<file path="config.mk">
export PLATFORM = sky130hd
export DESIGN_NAME = ps2_mouse_cursor_tracker_flat
export DESIGN_NICKNAME = d
export VERILOG_FILES = /design/src/hw/rtl/ps2mct_pkg.sv /design/src/hw/rtl/ps2mct_if.sv /design/src/hw/rtl/ps2mct_regs.sv /design/src/hw/rtl/ps2mct_tracker.sv /design/src/hw/rtl/ps2_mouse_cursor_tracker.sv /design/src/flat_wrapper.sv
export SDC_FILE = /design/constraint.sdc
export NUM_CORES = 1
export LEC_CHECK = 0
export CORE_MARGIN = 1.5
export CORE_UTILIZATION = 65
export CTS_CLUSTER_DIAMETER = 80
export DETAILED_ROUTE_END_ITERATION = 8
export DONT_BUFFER_PORTS = 1
export PLACE_DENSITY = 0.81
export SLEW_MARGIN = 20
export SYNTH_ARGS = -nofsm -noshare
export SYNTH_HDL_FRONTEND = slang
export SYNTH_SLANG_ARGS = --single-unit
</file>
<file path="constraint.sdc">
create_clock -name clk_i -period 5.6 [get_ports clk_i]
set_input_delay 1.12 -clock clk_i [delete_from_list [all_inputs] [get_ports clk_i]]
set_output_delay 1.12 -clock clk_i [all_outputs]
set_load 0.05 [all_outputs]
</file>
<file path="src/hw/rtl/ps2mct_pkg.sv">
// ----------------------------------------------------------------------------
// ps2mct_pkg
// Shared types and constants of the PS/2 mouse cursor tracker.
// ----------------------------------------------------------------------------
package ps2mct_pkg;

  // Configuration space: three 32-bit registers at byte offsets 0, 4, 8.
  localparam int unsigned CfgAddrBits = 4;
  localparam int unsigned CfgDataBits = 32;
  localparam int unsigned SizeBits    = 11;

  typedef enum logic [1:0] {
    REG_ENABLE    = 2'd0,
    REG_VIEW_COLS = 2'd1,
    REG_VIEW_ROWS = 2'd2
  } reg_idx_e;

  localparam logic [SizeBits-1:0] ViewColsRst = 11'd640;
  localparam logic [SizeBits-1:0] ViewRowsRst = 11'd480;

  // Header byte layout
  localparam int unsigned HdrSyncBit  = 3;
  localparam int unsigned HdrXSignBit = 4;
  localparam int unsigned HdrYSignBit = 5;
  localparam int unsigned HdrXOvfBit  = 6;
  localparam int unsigned HdrYOvfBit  = 7;

  typedef struct packed {
    logic                enable;
    logic [SizeBits-1:0] view_cols;
    logic [SizeBits-1:0] view_rows;
  } cfg_t;

endpackage

</file>
<file path="src/hw/rtl/ps2mct_if.sv">
// ----------------------------------------------------------------------------
// ps2mct_if
// Valid/ready channels of the tracker: byte words in, cursor words out.
// ----------------------------------------------------------------------------
interface ps2mct_in_if;
  logic       valid;
  logic       ready;
  logic [7:0] data_byte;
  logic       aux_ready;

  modport source (output valid, output data_byte, output aux_ready, input ready);
  modport sink   (input valid, input data_byte, input aux_ready, output ready);
endinterface

interface ps2mct_out_if #(
  parameter int unsigned COORD_BITS = 10
);
  logic                  valid;
  logic                  ready;
  logic [COORD_BITS-1:0] cursor_x;
  logic [COORD_BITS-1:0] cursor_y;
  logic                  left_pressed;
  logic                  right_pressed;
  logic                  middle_pressed;
  logic                  packet_done;
  logic                  motion_dropped;

  modport source (
    output valid, output cursor_x, output cursor_y, output left_pressed,
    output right_pressed, output middle_pressed, output packet_done,
    output motion_dropped, input ready
  );
  modport sink (
    input valid, input cursor_x, input cursor_y, input left_pressed,
    input right_pressed, input middle_pressed, input packet_done,
    input motion_dropped, output ready
  );
endinterface

</file>
<file path="src/hw/rtl/ps2mct_regs.sv">
// ----------------------------------------------------------------------------
// ps2mct_regs
// APB register file: enable, screen width and screen height.
// ----------------------------------------------------------------------------
module ps2mct_regs (
  input  logic                                clk_i,
  input  logic                                rst_ni,
  input  logic                                psel,
  input  logic                                penable,
  input  logic                                pwrite,
  input  logic [ps2mct_pkg::CfgAddrBits-1:0]  paddr,
  input  logic [ps2mct_pkg::CfgDataBits-1:0]  pwdata,
  output logic [ps2mct_pkg::CfgDataBits-1:0]  prdata,
  output logic                                pready,
  output ps2mct_pkg::cfg_t                    cfg_o
);
  import ps2mct_pkg::*;

  cfg_t     cfg_q;
  logic     wr_en;
  reg_idx_e idx;

  assign pready = 1'b1;
  assign wr_en  = psel && penable && pwrite && pready;
  assign idx    = reg_idx_e'(paddr[CfgAddrBits-1:2]);

  always_ff @(posedge clk_i or negedge rst_ni) begin
    if (!rst_ni) begin
      cfg_q.enable    <= 1'b0;
      cfg_q.view_cols <= ViewColsRst;
      cfg_q.view_rows <= ViewRowsRst;
    end else if (wr_en) begin
      unique case (idx)
        REG_ENABLE:    cfg_q.enable    <= pwdata[0];
        REG_VIEW_COLS: cfg_q.view_cols <= pwdata[SizeBits-1:0];
        REG_VIEW_ROWS: cfg_q.view_rows <= pwdata[SizeBits-1:0];
        default: ;
      endcase
    end
  end

  always_comb begin
    unique case (idx)
      REG_ENABLE:    prdata = {{(CfgDataBits-1){1'b0}}, cfg_q.enable};
      REG_VIEW_COLS: prdata = {{(CfgDataBits-SizeBits){1'b0}}, cfg_q.view_cols};
      REG_VIEW_ROWS: prdata = {{(CfgDataBits-SizeBits){1'b0}}, cfg_q.view_rows};
      default:       prdata = '0;
    endcase
  end

  assign cfg_o = cfg_q;

endmodule

</file>
<file path="src/hw/rtl/ps2mct_tracker.sv">
// ----------------------------------------------------------------------------
// ps2mct_tracker
// Packet framing and cursor state; computes the next cursor word per byte.
// ----------------------------------------------------------------------------
module ps2mct_tracker #(
  parameter int unsigned COORD_BITS = 10
) (
  input  logic                  clk_i,
  input  logic                  rst_ni,
  input  ps2mct_pkg::cfg_t      cfg_i,
  input  logic                  adv_i,
  input  logic [7:0]            data_byte_i,
  input  logic                  aux_ready_i,
  output logic [COORD_BITS-1:0] cursor_x_o,
  output logic [COORD_BITS-1:0] cursor_y_o,
  output logic [2:0]            buttons_o,
  output logic                  packet_done_o,
  output logic                  motion_dropped_o
);
  import ps2mct_pkg::*;

  localparam int unsigned SumBits = COORD_BITS + 2;
  localparam int unsigned LimBits = ((COORD_BITS > SizeBits) ? COORD_BITS : SizeBits) + 1;
  localparam logic [LimBits-1:0] MaxSize = LimBits'(1) << COORD_BITS;

  typedef enum logic [1:0] {
    PH_HEADER = 2'd0,
    PH_XMOVE  = 2'd1,
    PH_YMOVE  = 2'd2
  } phase_e;

  phase_e                phase_q, phase_d;
  logic [7:0]            header_q, header_d;
  logic [7:0]            xmove_q, xmove_d;
  logic [COORD_BITS-1:0] pos_x_q, pos_x_d;
  logic [COORD_BITS-1:0] pos_y_q, pos_y_d;
  logic [2:0]            btn_q, btn_d;
  logic                  done, dropped, ovf;

  logic signed [8:0]         dx, dy;
  logic signed [SumBits-1:0] nx, ny;
  logic [COORD_BITS-1:0]     lim_x, lim_y;

  function automatic logic [COORD_BITS-1:0] size_limit(input logic [SizeBits-1:0] size);
    logic [LimBits-1:0] s;
    s = LimBits'(size);
    if (s == '0) s = LimBits'(1);
    if (s > MaxSize) s = MaxSize;
    s = s - LimBits'(1);
    return s[COORD_BITS-1:0];
  endfunction

  function automatic logic [COORD_BITS-1:0] clamp(input logic signed [SumBits-1:0] v,
                                                  input logic [COORD_BITS-1:0] hi);
    logic [COORD_BITS-1:0] r;
    if (v < 0) r = '0;
    else if (v > $signed({2'b00, hi})) r = hi;
    else r = v[COORD_BITS-1:0];
    return r;
  endfunction

  assign ovf   = header_q[HdrXOvfBit] | header_q[HdrYOvfBit];
  assign dx    = $signed({header_q[HdrXSignBit], xmove_q});
  assign dy    = $signed({header_q[HdrYSignBit], data_byte_i});
  assign nx    = $signed({2'b00, pos_x_q}) + SumBits'(dx);
  assign ny    = $signed({2'b00, pos_y_q}) - SumBits'(dy);
  assign lim_x = size_limit(cfg_i.view_cols);
  assign lim_y = size_limit(cfg_i.view_rows);

  always_comb begin
    phase_d  = phase_q;
    header_d = header_q;
    xmove_d  = xmove_q;
    pos_x_d  = pos_x_q;
    pos_y_d  = pos_y_q;
    btn_d    = btn_q;
    done     = 1'b0;
    dropped  = 1'b0;
    if (aux_ready_i) begin
      unique case (phase_q)
        PH_XMOVE: begin
          xmove_d = data_byte_i;
          phase_d = PH_YMOVE;
        end
        PH_YMOVE: begin
          done    = 1'b1;
          dropped = ovf;
          if (cfg_i.enable) begin
            if (!ovf) begin
              pos_x_d = clamp(nx, lim_x);
              pos_y_d = clamp(ny, lim_y);
            end
            btn_d = header_q[2:0];
          end
          phase_d = PH_HEADER;
        end
        default: begin
          // wait for a byte with the sync bit before framing
          if (data_byte_i[HdrSyncBit]) begin
            header_d = data_byte_i;
            phase_d  = PH_XMOVE;
          end else begin
            phase_d  = PH_HEADER;
          end
        end
      endcase
    end
  end

  always_ff @(posedge clk_i or negedge rst_ni) begin
    if (!rst_ni) begin
      phase_q  <= PH_HEADER;
      header_q <= '0;
      xmove_q  <= '0;
      pos_x_q  <= '0;
      pos_y_q  <= '0;
      btn_q    <= '0;
    end else if (adv_i) begin
      phase_q  <= phase_d;
      header_q <= header_d;
      xmove_q  <= xmove_d;
      pos_x_q  <= pos_x_d;
      pos_y_q  <= pos_y_d;
      btn_q    <= btn_d;
    end
  end

  assign cursor_x_o       = pos_x_d;
  assign cursor_y_o       = pos_y_d;
  assign buttons_o        = btn_d;
  assign packet_done_o    = done;
  assign motion_dropped_o = dropped;

endmodule

</file>
<file path="src/hw/rtl/ps2_mouse_cursor_tracker.sv">
// ----------------------------------------------------------------------------
// ps2_mouse_cursor_tracker
// Frames three-byte PS/2 mouse packets and tracks a clamped cursor.
// ----------------------------------------------------------------------------
// channel  dir  handshake        word
// in_i     in   valid/ready      data_byte, aux_ready
// out_o    out  valid/ready      cursor_x/y, buttons, packet_done, motion_dropped
// apb      in   psel/penable     enable, view columns, view rows
//
// One word per cycle sustained while out_o is ready; a word taken at in_i passes
// the input register, then the result register after the add and clamp, to out_o.
// Reset clears framing, cursor and buttons; registers go to 0 / 640 / 480.
// A stalled out_o holds its word; in_i keeps accepting until both stages fill.
// ----------------------------------------------------------------------------
module ps2_mouse_cursor_tracker #(
  parameter int unsigned COORD_BITS = 10
) (
  input  logic                                clk_i,
  input  logic                                rst_ni,
  ps2mct_in_if.sink                           in_i,
  ps2mct_out_if.source                        out_o,
  input  logic                                psel,
  input  logic                                penable,
  input  logic                                pwrite,
  input  logic [ps2mct_pkg::CfgAddrBits-1:0]  paddr,
  input  logic [ps2mct_pkg::CfgDataBits-1:0]  pwdata,
  output logic [ps2mct_pkg::CfgDataBits-1:0]  prdata,
  output logic                                pready
);
  import ps2mct_pkg::*;

  cfg_t cfg;

  logic       s1_valid_q;
  logic [7:0] s1_data_q;
  logic       s1_aux_q;
  logic       s1_adv;
  logic       in_fire;

  logic                  out_valid_q;
  logic [COORD_BITS-1:0] x_d, y_d, x_q, y_q;
  logic [2:0]            btn_d, btn_q;
  logic                  done_d, done_q, drop_d, drop_q;

  ps2mct_regs u_regs (
    .clk_i   (clk_i),
    .rst_ni  (rst_ni),
    .psel    (psel),
    .penable (penable),
    .pwrite  (pwrite),
    .paddr   (paddr),
    .pwdata  (pwdata),
    .prdata  (prdata),
    .pready  (pready),
    .cfg_o   (cfg)
  );

  ps2mct_tracker #(.COORD_BITS(COORD_BITS)) u_tracker (
    .clk_i            (clk_i),
    .rst_ni           (rst_ni),
    .cfg_i            (cfg),
    .adv_i            (s1_adv),
    .data_byte_i      (s1_data_q),
    .aux_ready_i      (s1_aux_q),
    .cursor_x_o       (x_d),
    .cursor_y_o       (y_d),
    .buttons_o        (btn_d),
    .packet_done_o    (done_d),
    .motion_dropped_o (drop_d)
  );

  assign s1_adv     = s1_valid_q && (!out_valid_q || out_o.ready);
  assign in_i.ready = !s1_valid_q || s1_adv;
  assign in_fire    = in_i.valid && in_i.ready;

  always_ff @(posedge clk_i or negedge rst_ni) begin
    if (!rst_ni) begin
      s1_valid_q <= 1'b0;
    end else if (in_i.ready) begin
      s1_valid_q <= in_i.valid;
    end
  end

  always_ff @(posedge clk_i) begin
    if (in_fire) begin
      s1_data_q <= in_i.data_byte;
      s1_aux_q  <= in_i.aux_ready;
    end
  end

  always_ff @(posedge clk_i or negedge rst_ni) begin
    if (!rst_ni) begin
      out_valid_q <= 1'b0;
    end else if (!out_valid_q || out_o.ready) begin
      out_valid_q <= s1_valid_q;
    end
  end

  always_ff @(posedge clk_i) begin
    if (s1_adv) begin
      x_q    <= x_d;
      y_q    <= y_d;
      btn_q  <= btn_d;
      done_q <= done_d;
      drop_q <= drop_d;
    end
  end

  assign out_o.valid          = out_valid_q;
  assign out_o.cursor_x       = x_q;
  assign out_o.cursor_y       = y_q;
  assign out_o.left_pressed   = btn_q[0];
  assign out_o.right_pressed  = btn_q[1];
  assign out_o.middle_pressed = btn_q[2];
  assign out_o.packet_done    = done_q;
  assign out_o.motion_dropped = drop_q;

  // a dropped-motion flag only ever rides on a completed packet
  a_drop_needs_done: assert property (@(posedge clk_i) disable iff (!rst_ni)
    out_o.valid |-> (!out_o.motion_dropped || out_o.packet_done))
    else $error("motion_dropped without packet_done");

  // both stages full and output stalled: input must back off
  a_full_stall: assert property (@(posedge clk_i) disable iff (!rst_ni)
    (s1_valid_q && out_valid_q && !out_o.ready) |-> !in_i.ready)
    else $error("input accepted while pipeline full");

  // a word leaving the input stage lands in the result register
  a_adv_lands: assert property (@(posedge clk_i) disable iff (!rst_ni)
    s1_adv |=> out_valid_q)
    else $error("advanced word lost");

endmodule
</file>
<file path="src/flat_wrapper.sv">
// flat-port wrapper written by rule: the top's interface ports become plain ports
module ps2_mouse_cursor_tracker_flat import ps2mct_pkg::*;
#(
  parameter int unsigned COORD_BITS = 10
)
  (clk_i, rst_ni, psel, penable, pwrite, paddr, pwdata, prdata, pready, in_i_valid, in_i_data_byte, in_i_aux_ready, in_i_ready, out_o_valid, out_o_cursor_x, out_o_cursor_y, out_o_left_pressed, out_o_right_pressed, out_o_middle_pressed, out_o_packet_done, out_o_motion_dropped, out_o_ready);
  ps2mct_in_if in_i_i ();
  ps2mct_out_if #(.COORD_BITS(COORD_BITS)) out_o_i ();
  input  logic clk_i;
  input  logic rst_ni;
  input  logic psel;
  input  logic penable;
  input  logic pwrite;
  input  logic [ps2mct_pkg::CfgAddrBits-1:0] paddr;
  input  logic [ps2mct_pkg::CfgDataBits-1:0] pwdata;
  output logic [ps2mct_pkg::CfgDataBits-1:0] prdata;
  output logic pready;
  input wire logic [$bits(in_i_i.valid)-1:0] in_i_valid;
  input wire logic [$bits(in_i_i.data_byte)-1:0] in_i_data_byte;
  input wire logic [$bits(in_i_i.aux_ready)-1:0] in_i_aux_ready;
  output wire logic [$bits(in_i_i.ready)-1:0] in_i_ready;
  output wire logic [$bits(out_o_i.valid)-1:0] out_o_valid;
  output wire logic [$bits(out_o_i.cursor_x)-1:0] out_o_cursor_x;
  output wire logic [$bits(out_o_i.cursor_y)-1:0] out_o_cursor_y;
  output wire logic [$bits(out_o_i.left_pressed)-1:0] out_o_left_pressed;
  output wire logic [$bits(out_o_i.right_pressed)-1:0] out_o_right_pressed;
  output wire logic [$bits(out_o_i.middle_pressed)-1:0] out_o_middle_pressed;
  output wire logic [$bits(out_o_i.packet_done)-1:0] out_o_packet_done;
  output wire logic [$bits(out_o_i.motion_dropped)-1:0] out_o_motion_dropped;
  input wire logic [$bits(out_o_i.ready)-1:0] out_o_ready;
  assign in_i_i.valid = in_i_valid;
  assign in_i_i.data_byte = in_i_data_byte;
  assign in_i_i.aux_ready = in_i_aux_ready;
  assign in_i_ready = in_i_i.ready;
  assign out_o_valid = out_o_i.valid;
  assign out_o_cursor_x = out_o_i.cursor_x;
  assign out_o_cursor_y = out_o_i.cursor_y;
  assign out_o_left_pressed = out_o_i.left_pressed;
  assign out_o_right_pressed = out_o_i.right_pressed;
  assign out_o_middle_pressed = out_o_i.middle_pressed;
  assign out_o_packet_done = out_o_i.packet_done;
  assign out_o_motion_dropped = out_o_i.motion_dropped;
  assign out_o_i.ready = out_o_ready;
  ps2_mouse_cursor_tracker #(.COORD_BITS(COORD_BITS)) u_core (.clk_i(clk_i), .rst_ni(rst_ni), .in_i(in_i_i), .out_o(out_o_i), .psel(psel), .penable(penable), .pwrite(pwrite), .paddr(paddr), .pwdata(pwdata), .prdata(prdata), .pready(pready));
endmodule
</file>
== Yosys cells after proc, flatten, opt, wreduce, memory -nomap -nowiden ==
Index checks and enable logic that the tools add are counted.

* ROM bits: 0
* Register bits: 100
* Output and inout port bits: 60
* Memories: 0
* Input port bits: 52
* Word-level logic and storage cells: 76
* Bits in latches: 0
* Memory bits (writable): 0

* Shifts and indexed selects: 0
* Bitwise logic cells: 2
* Divide/modulo/power cells: 0
* Add/sub/neg operators: 4
* Reduce and logical (&&, ||, !) cells: 19
* Multiply operators: 0
* $lt $le $gt $ge: 6
* Mux-type cells: 23
* Equality and inequality tests: 4

{| class="wikitable"
|+ Operators by type and width
! kind !! count
|-
| 10-bit 2-to-1 mux || 14
|-
| 11-bit case mux with 3 select lines || 1
|-
| 12-bit by 11-bit > comparator with 1-bit output || 2
|-
| 12-bit by 1-bit < comparator with 1-bit output (second input constant) || 2
|-
| 11-bit > comparator (second input constant) || 2
|-
| 11-bit logical NOT || 2
|-
| 11-bit 2-to-1 mux || 2
|-
| 10-bit by 1-bit subtractor with 10-bit output (second input constant) || 2
|-
| 11-bit by 9-bit adder with 12-bit output || 1
|-
| 11-bit by 9-bit subtractor with 12-bit output || 1
|-
| 2-bit AND reduction || 5
|-
| 3-bit 2-to-1 mux || 3
|-
| 2-bit by 1-bit == test with 1-bit output (second input constant) || 2
|-
| 2-bit == test (second input constant) || 2
|-
| 1-bit logical AND || 4
|-
| 2-bit case mux with 2 select lines || 1
|-
| 4-bit AND reduction || 1
|-
| 3-bit AND reduction || 1
|-
| 1-bit logical NOT || 2
|-
| 2-bit logical NOT || 1
|-
| 1-bit logical OR || 2
|-
| 1-bit 2-to-1 mux || 2
|-
| 2-bit OR reduction || 1
|-
| 1-bit inverter || 1
|-
| 1-bit bitwise OR || 1
|}

== Longest topological paths before layout ==
* Depth after elaboration: 12
* Mapped depth: 21
* Depth with buffers taken out: 19

== Cells and area by module ==
A second synthesis with hierarchy kept.

* Cells, all modules: 672
* Area, all modules: 6642.6 um2

{| class="wikitable"
|+ By module, submodules not included
! module !! sequential area each (um2) !! area each (um2) !! cells an instance !! instances
|-
| ps2mct_tracker || 1001.0 || 4320.4 || 537 || 1
|-
| ps2mct_regs || 583.1 || 1197.4 || 93 || 1
|-
| ps2_mouse_cursor_tracker || 1071.0 || 1124.8 || 42 || 1
|}

== Worst setup path before layout ==
Ideal clock, no wire load.

* Kind: reg2reg
* From: register u_core.u_regs.cfg_q, in the netlist u_core.u_regs.cfg_o[17]
* To: register u_core.x_q[3], in the netlist u_core.out_o.cursor_x[3] (data pin)
* Data required time: 5.344 ns
* Stages on the path, launching flop included: 21
* Arrival: 3.718 ns
* Path buffers: 2
* Setup time: 0.256 ns
* Slack: 1.626 ns
* Clock period less this slack: 3.974 ns
* Path through: dfrtp_1 nor4_2 nand2_1 nor4_1 o21bai_1 ha_1 clkbuf_1 inv_1 nor2_1 nor3b_1 a211o_1 inv_1 ha_1 nand4_1 o32ai_1 a211o_1 a21boi_0 o22ai_2 buf_6 mux2i_1 a22o_1

* Cells in the longest elaborated chain, start to end: 12

{| class="wikitable"
|+ RTL lines
! what !! line !! RTL
|-
| from (decl) || ps2mct_regs.sv:19 || <nowiki>cfg_t cfg_q;</nowiki>
|-
| 11-bit logical NOT || ps2mct_tracker.sv:47 || <nowiki>if (s == '0) s = LimBits'(1);</nowiki>
|-
| 11-bit 2-to-1 mux (*) || ps2mct_tracker.sv:47 ||
|-
| 11-bit > comparator || ps2mct_tracker.sv:48 || <nowiki>if (s > MaxSize) s = MaxSize;</nowiki>
|-
| 10-bit 2-to-1 mux (*) || ps2mct_tracker.sv:48 ||
|-
| 10-bit by 1-bit subtractor with 10-bit output (*) || ps2mct_tracker.sv:49 || <nowiki>s = s - LimBits'(1);</nowiki>
|-
| 12-bit by 11-bit > comparator with 1-bit output || ps2mct_tracker.sv:57 || <nowiki>else if (v > $signed({2'b00, hi})) r = hi;</nowiki>
|-
| 10-bit 2-to-1 mux (*) || ps2mct_tracker.sv:57 ||
|-
| 10-bit 2-to-1 mux (*) || ps2mct_tracker.sv:56 || <nowiki>if (v < 0) r = '0;</nowiki>
|-
| 10-bit 2-to-1 mux (*) || ps2mct_tracker.sv:89 || <nowiki>if (!ovf) begin</nowiki>
|-
| 10-bit 2-to-1 mux (*) || ps2mct_tracker.sv:88 || <nowiki>if (cfg_i.enable) begin</nowiki>
|-
| 10-bit 2-to-1 mux (*) || ps2mct_tracker.sv:80 || <nowiki>unique case (phase_q)</nowiki>
|-
| 10-bit 2-to-1 mux (*) || ps2mct_tracker.sv:79 || <nowiki>if (aux_ready_i) begin</nowiki>
|-
| named net u_core.u_tracker.cursor_x_o[3] || ps2mct_tracker.sv:14 || <nowiki>output logic [COORD_BITS-1:0] cursor_x_o,</nowiki>
|-
| to (signal assigned) || ps2_mouse_cursor_tracker.sv:101 || <nowiki>x_q <= x_d;</nowiki>
|-
| to (decl) || ps2_mouse_cursor_tracker.sv:41 || <nowiki>logic [COORD_BITS-1:0] x_d, y_d, x_q, y_q;</nowiki>
|}

The timed path passes the listed nets; every way through them passes the cells marked *.
A chain may end at the register's enable or synchronous reset.

== Worst setup path after layout ==
* From: register u_core.u_regs.cfg_q, in the netlist u_core.u_regs.cfg_o[17]
* To: register u_core.x_q[4], in the netlist u_core.out_o.cursor_x[4] (data pin)

Same word-level chain as after synthesis.

==> results.rst <==
.. list-table::
   :header-rows: 1

   * - Metric
     - Value
   * - Run status
     - finished, final reports clean
   * - Total of hold buffers inserted after clock tree synthesis
     - 0
   * - Highest ir drop seen on vdd
     - between 300 and 400 uV
   * - Class of the tightest hold or removal check
     - in2async
   * - Ratio of final minimum period to clock period
     - 0.903
   * - Area of all sequential standard cells
     - 0.00266 mm^2
   * - Minimum clock period after layout
     - a little over 5 ns
   * - Average via count per standard cell
     - 6.18
   * - Leakage dissipation
     - 2.87 nW
   * - Cell family with most CP delay
     - compound AO/OA/AOI/OAI gates
   * - Unrepaired setup endpoints after global routing
     - false
   * - Peak Freq
     - 0.198 GHz
   * - Critical path class
     - reg2reg
   * - CTS HTree Levels
     - 3
   * - Ys async rst share
     - 0.657
   * - GR Overflow Total
     - 0
   * - Io pins
     - 112
   * - Setup bufs post-CTS
     - 0
   * - Place WS
     - 0.688 ns
   * - Number of search-and-repair iterations in the first detailed-routing pass
     - 5
   * - Largest driver fanout on the critical path
     - 10
   * - Area of the core region
     - 0.00933 mm^2
   * - DRC violations left
     - 0
   * - Max-slew violations
     - 0
   * - Worst Setup Slack, final
     - roughly 0.55 ns
   * - Routed via count
     - 4737
   * - Violation count after the first detailed-route iteration
     - 276
   * - Global-route total usage across every layer
     - 0.281
   * - Pin count of the biggest net entering global routing
     - between 60 and 70
   * - Final-stage net count
     - roughly 730
   * - HPWL Detailed
     - 10.3 mm
   * - Clk root buf
     - sky130_fd_sc_hd__clkbuf_8
   * - Maxcap violations
     - 0
   * - Share of layout cells above drive strength 1
     - 0.114
   * - Clk slew on worst S/H paths
     - 0.12 ns
   * - Number of port buffers
     - 0
   * - Number of buffers created by CTS
     - 9
   * - Clock insertion delay at the later pin of the skew report
     - 0.38 ns
   * - Critical path's largest stage delay
     - about 0.57 ns
   * - Number of clock sinks
     - 99
   * - Diodes inserted
     - 0
   * - Ys flop type
     - sky130_fd_sc_hd__dfrtp_1
   * - Worst clock skew
     - roughly 0.020 ns
   * - Die Ht
     - ~100 um
   * - Kind of start point of the critical path
     - flop
   * - Total design power
     - around 0.0034 W
   * - Area of the multi-input gates
     - 0.00336 mm^2
   * - Core Rows
     - 35
   * - Number of global-route vias before repair
     - between 4000 and 5000
   * - Filler cell count
     - 693
   * - Data arrival, critical path
     - 5.26 ns
   * - Number of register bits inferred by synthesis
     - 99
   * - Number of flops mapped to enable cells by yosys
     - 34
   * - Seq/Total Area, Yosys
     - 0.419
   * - Number of instances in the synthesized netlist
     - roughly 640
   * - CP cell instances
     - nor4_2 -> nand2_1 -> nor4_1 -> o21bai_1 -> ha_1 -> inv_1 -> nor2_1 -> nor3b_1 -> a211o_1 -> inv_1 -> ha_1 -> o21ai_0 -> o21ai_1 -> nor2_1 -> a211o_1 -> and3_1 -> o22ai_2 -> a31oi_1 -> o21ai_0
   * - TritonCTS clock tree
     - built
   * - Antenna Violating Nets Remaining
     - 0
   * - Total Die Area
     - about 0.010 mm^2
   * - Count of warnings emitted by yosys
     - 0
   * - Number of hold violations in the final report
     - 0
   * - Power density over cell area
     - 524 mW/mm^2
   * - Accumulated negative setup slack
     - 0 ns
   * - Routability-driven placement congestion ratio
     - around 0.90
   * - Mean area per synthesized cell
     - 9.91 um^2
   * - Overall routed net length
     - 13.6 mm
   * - Layout area overhead
     - 3.81%
   * - Count of distinct cell types in the synthesized netlist
     - 68
   * - Longest Clk Path Bufs
     - 2
   * - Post-synthesis cell area
     - 0.00633 mm^2
   * - Critical-path top delay cell
     - sky130_fd_sc_hd__o22ai_2
   * - Crit path buf inv count
     - 2
   * - CTS-repair resized insts
     - 0
   * - Effective utilization at floorplan
     - 0.679
   * - Routed wire length per instance
     - 17.8 um
   * - CP required
     - 5.80 ns
   * - Antenna violations before repair
     - 0
   * - First-pass GRT wire length
     - between 20 and 25 mm
   * - Max-slew headroom
     - 0.325
   * - Horiz. Die Dim
     - 102 um
   * - Slew at the pin with the worst max-slew slack
     - 1.01 ns
   * - Final number of setup-violating endpoints
     - 0
   * - Worst setup EP type
     - flop
[metrics by stage]
| stage | utilization | area, um^2 | instances | hold slack (ns) |
|---|---|---|---|---|
| 4_1_cts | 0.704 | 6570 | 767 | 0.401 |
| 5_1_grt | 0.704 | 6570 | 767 | 0.392 |
| 6_report | 0.704 | 6570 | 767 | 0.416 |
| 2_1_floorplan | - | 6400 | 659 | 0.440 |
| 3_5_place_dp | 0.681 | 6360 | 751 | 0.466 |
| 3_3_place_gp | 0.681 | 6360 | 751 | 0.452 |
[power breakdown]
group | switching [W] | total (W) | internal [W]
Sequential | 0.000303 | 0.00126 | 0.000957
Clock | 0.000299 | 0.000480 | 0.000181
Combinational | 0.00100 | 0.00170 | 0.000697
Total | 0.00161 | 0.00344 | 0.00184
[cells in the mapped netlist (12+ instances only)]
master                     instances  area (um^2)
sky130_fd_sc_hd__nand2_1          84          315
sky130_fd_sc_hd__nor3_1           14         70.1
sky130_fd_sc_hd__a22o_1           22          193
sky130_fd_sc_hd__a21oi_1          21          105
sky130_fd_sc_hd__nor2b_1          12         75.1
sky130_fd_sc_hd__buf_4            23          173
sky130_fd_sc_hd__ha_1             47          588
sky130_fd_sc_hd__edfxtp_1         34         1020
sky130_fd_sc_hd__inv_1            32          120
sky130_fd_sc_hd__o21ai_0          35          175
sky130_fd_sc_hd__clkbuf_1         18         67.6
sky130_fd_sc_hd__o21ai_1          14         70.1
sky130_fd_sc_hd__dfrtp_1          59         1480
sky130_fd_sc_hd__a21o_1           13         97.6
sky130_fd_sc_hd__mux2_2           27          304
sky130_fd_sc_hd__nor2_1           28          105
sky130_fd_sc_hd__xnor2_1          16          140
[path summary, 6_finish.rpt]
| kind | from | depth (start not counted) | endpoint | slack [ns] |
|---|---|---|---|---|
| worst max-delay path | u_core.u_regs.cfg_o[17] | 19 | u_core.out_o.cursor_x[4] | 0.55 |
| worst max register to register | u_core.u_regs.cfg_o[17] | 19 | u_core.out_o.cursor_x[4] | 0.55 |
| worst min-delay path | rst_ni | 0 | u_core.u_regs.cfg_o[16] | 0.42 |
| max in group asynchronous | rst_ni | 0 | u_core.u_regs.cfg_o[6] | 4.98 |
| worst min register to register | u_core.u_tracker.btn_q[2] | 2 | u_core.u_tracker.btn_q[2] | 0.49 |
| min in group clk_i | u_core.u_tracker.btn_q[2] | 2 | u_core.u_tracker.btn_q[2] | 0.49 |
[flip-flops by register name, summed over array words and instances, names as in the netlist, 2 cells and up]
signal / count
u_core.u_tracker.header_q: 7
u_core.s1_data_q: 8
u_core.u_tracker.xmove_q: 8
u_core.u_tracker.pos_x_q: 10
u_core.u_tracker.phase_q: 2
u_core.u_regs.cfg_o: 23
u_core.out_o.cursor_x: 10
u_core.u_tracker.pos_y_q: 10
u_core.btn_q: 3
u_core.out_o.cursor_y: 10
u_core.u_tracker.btn_q: 3
[cell usage in the layout (no fill, tap or decap), types with 21 or more instances in the layout]
cell,count
sky130_fd_sc_hd__a21oi_1,21
sky130_fd_sc_hd__a22o_1,22
sky130_fd_sc_hd__conb_1,22
sky130_fd_sc_hd__dfrtp_1,59
sky130_fd_sc_hd__edfxtp_1,34
sky130_fd_sc_hd__ha_1,47
sky130_fd_sc_hd__inv_1,32
sky130_fd_sc_hd__mux2_2,27
sky130_fd_sc_hd__nand2_1,84
sky130_fd_sc_hd__nor2_1,28
sky130_fd_sc_hd__o21ai_0,34
[cell families after synthesis]
family / Yosys count / synth area share
buffers and inverters: 78 / 0.0625
DFF: 99 / 0.419
xor gates and xnor gates: 20 / 0.0277
AOI/OAI and AO/OA: 158 / 0.175
muxes: 37 / 0.0638
and+or+nand+nor: 196 / 0.151
adders and majority gates: 49 / 0.0992
other: 2 / 0.00119
[layout make-up]
class	count	area share
Tap cell	129	0.0246
Sequential cell	99	0.404
Timing Repair Buffer	7	0.00800
Multi-Input combinational cell	482	0.511
Clock inverter	7	0.0139
Clock buffer	9	0.0188
Inverter	34	0.0194
[layer usage]
metal / wire length [um] / GRT usage
met1: 5530 / 0.358
met2: 6710 / 0.458
met3: 918 / 0.0587
met4: 463 / 0.139
met5: 0 / 0
Power figures use the tool's default switching activity.
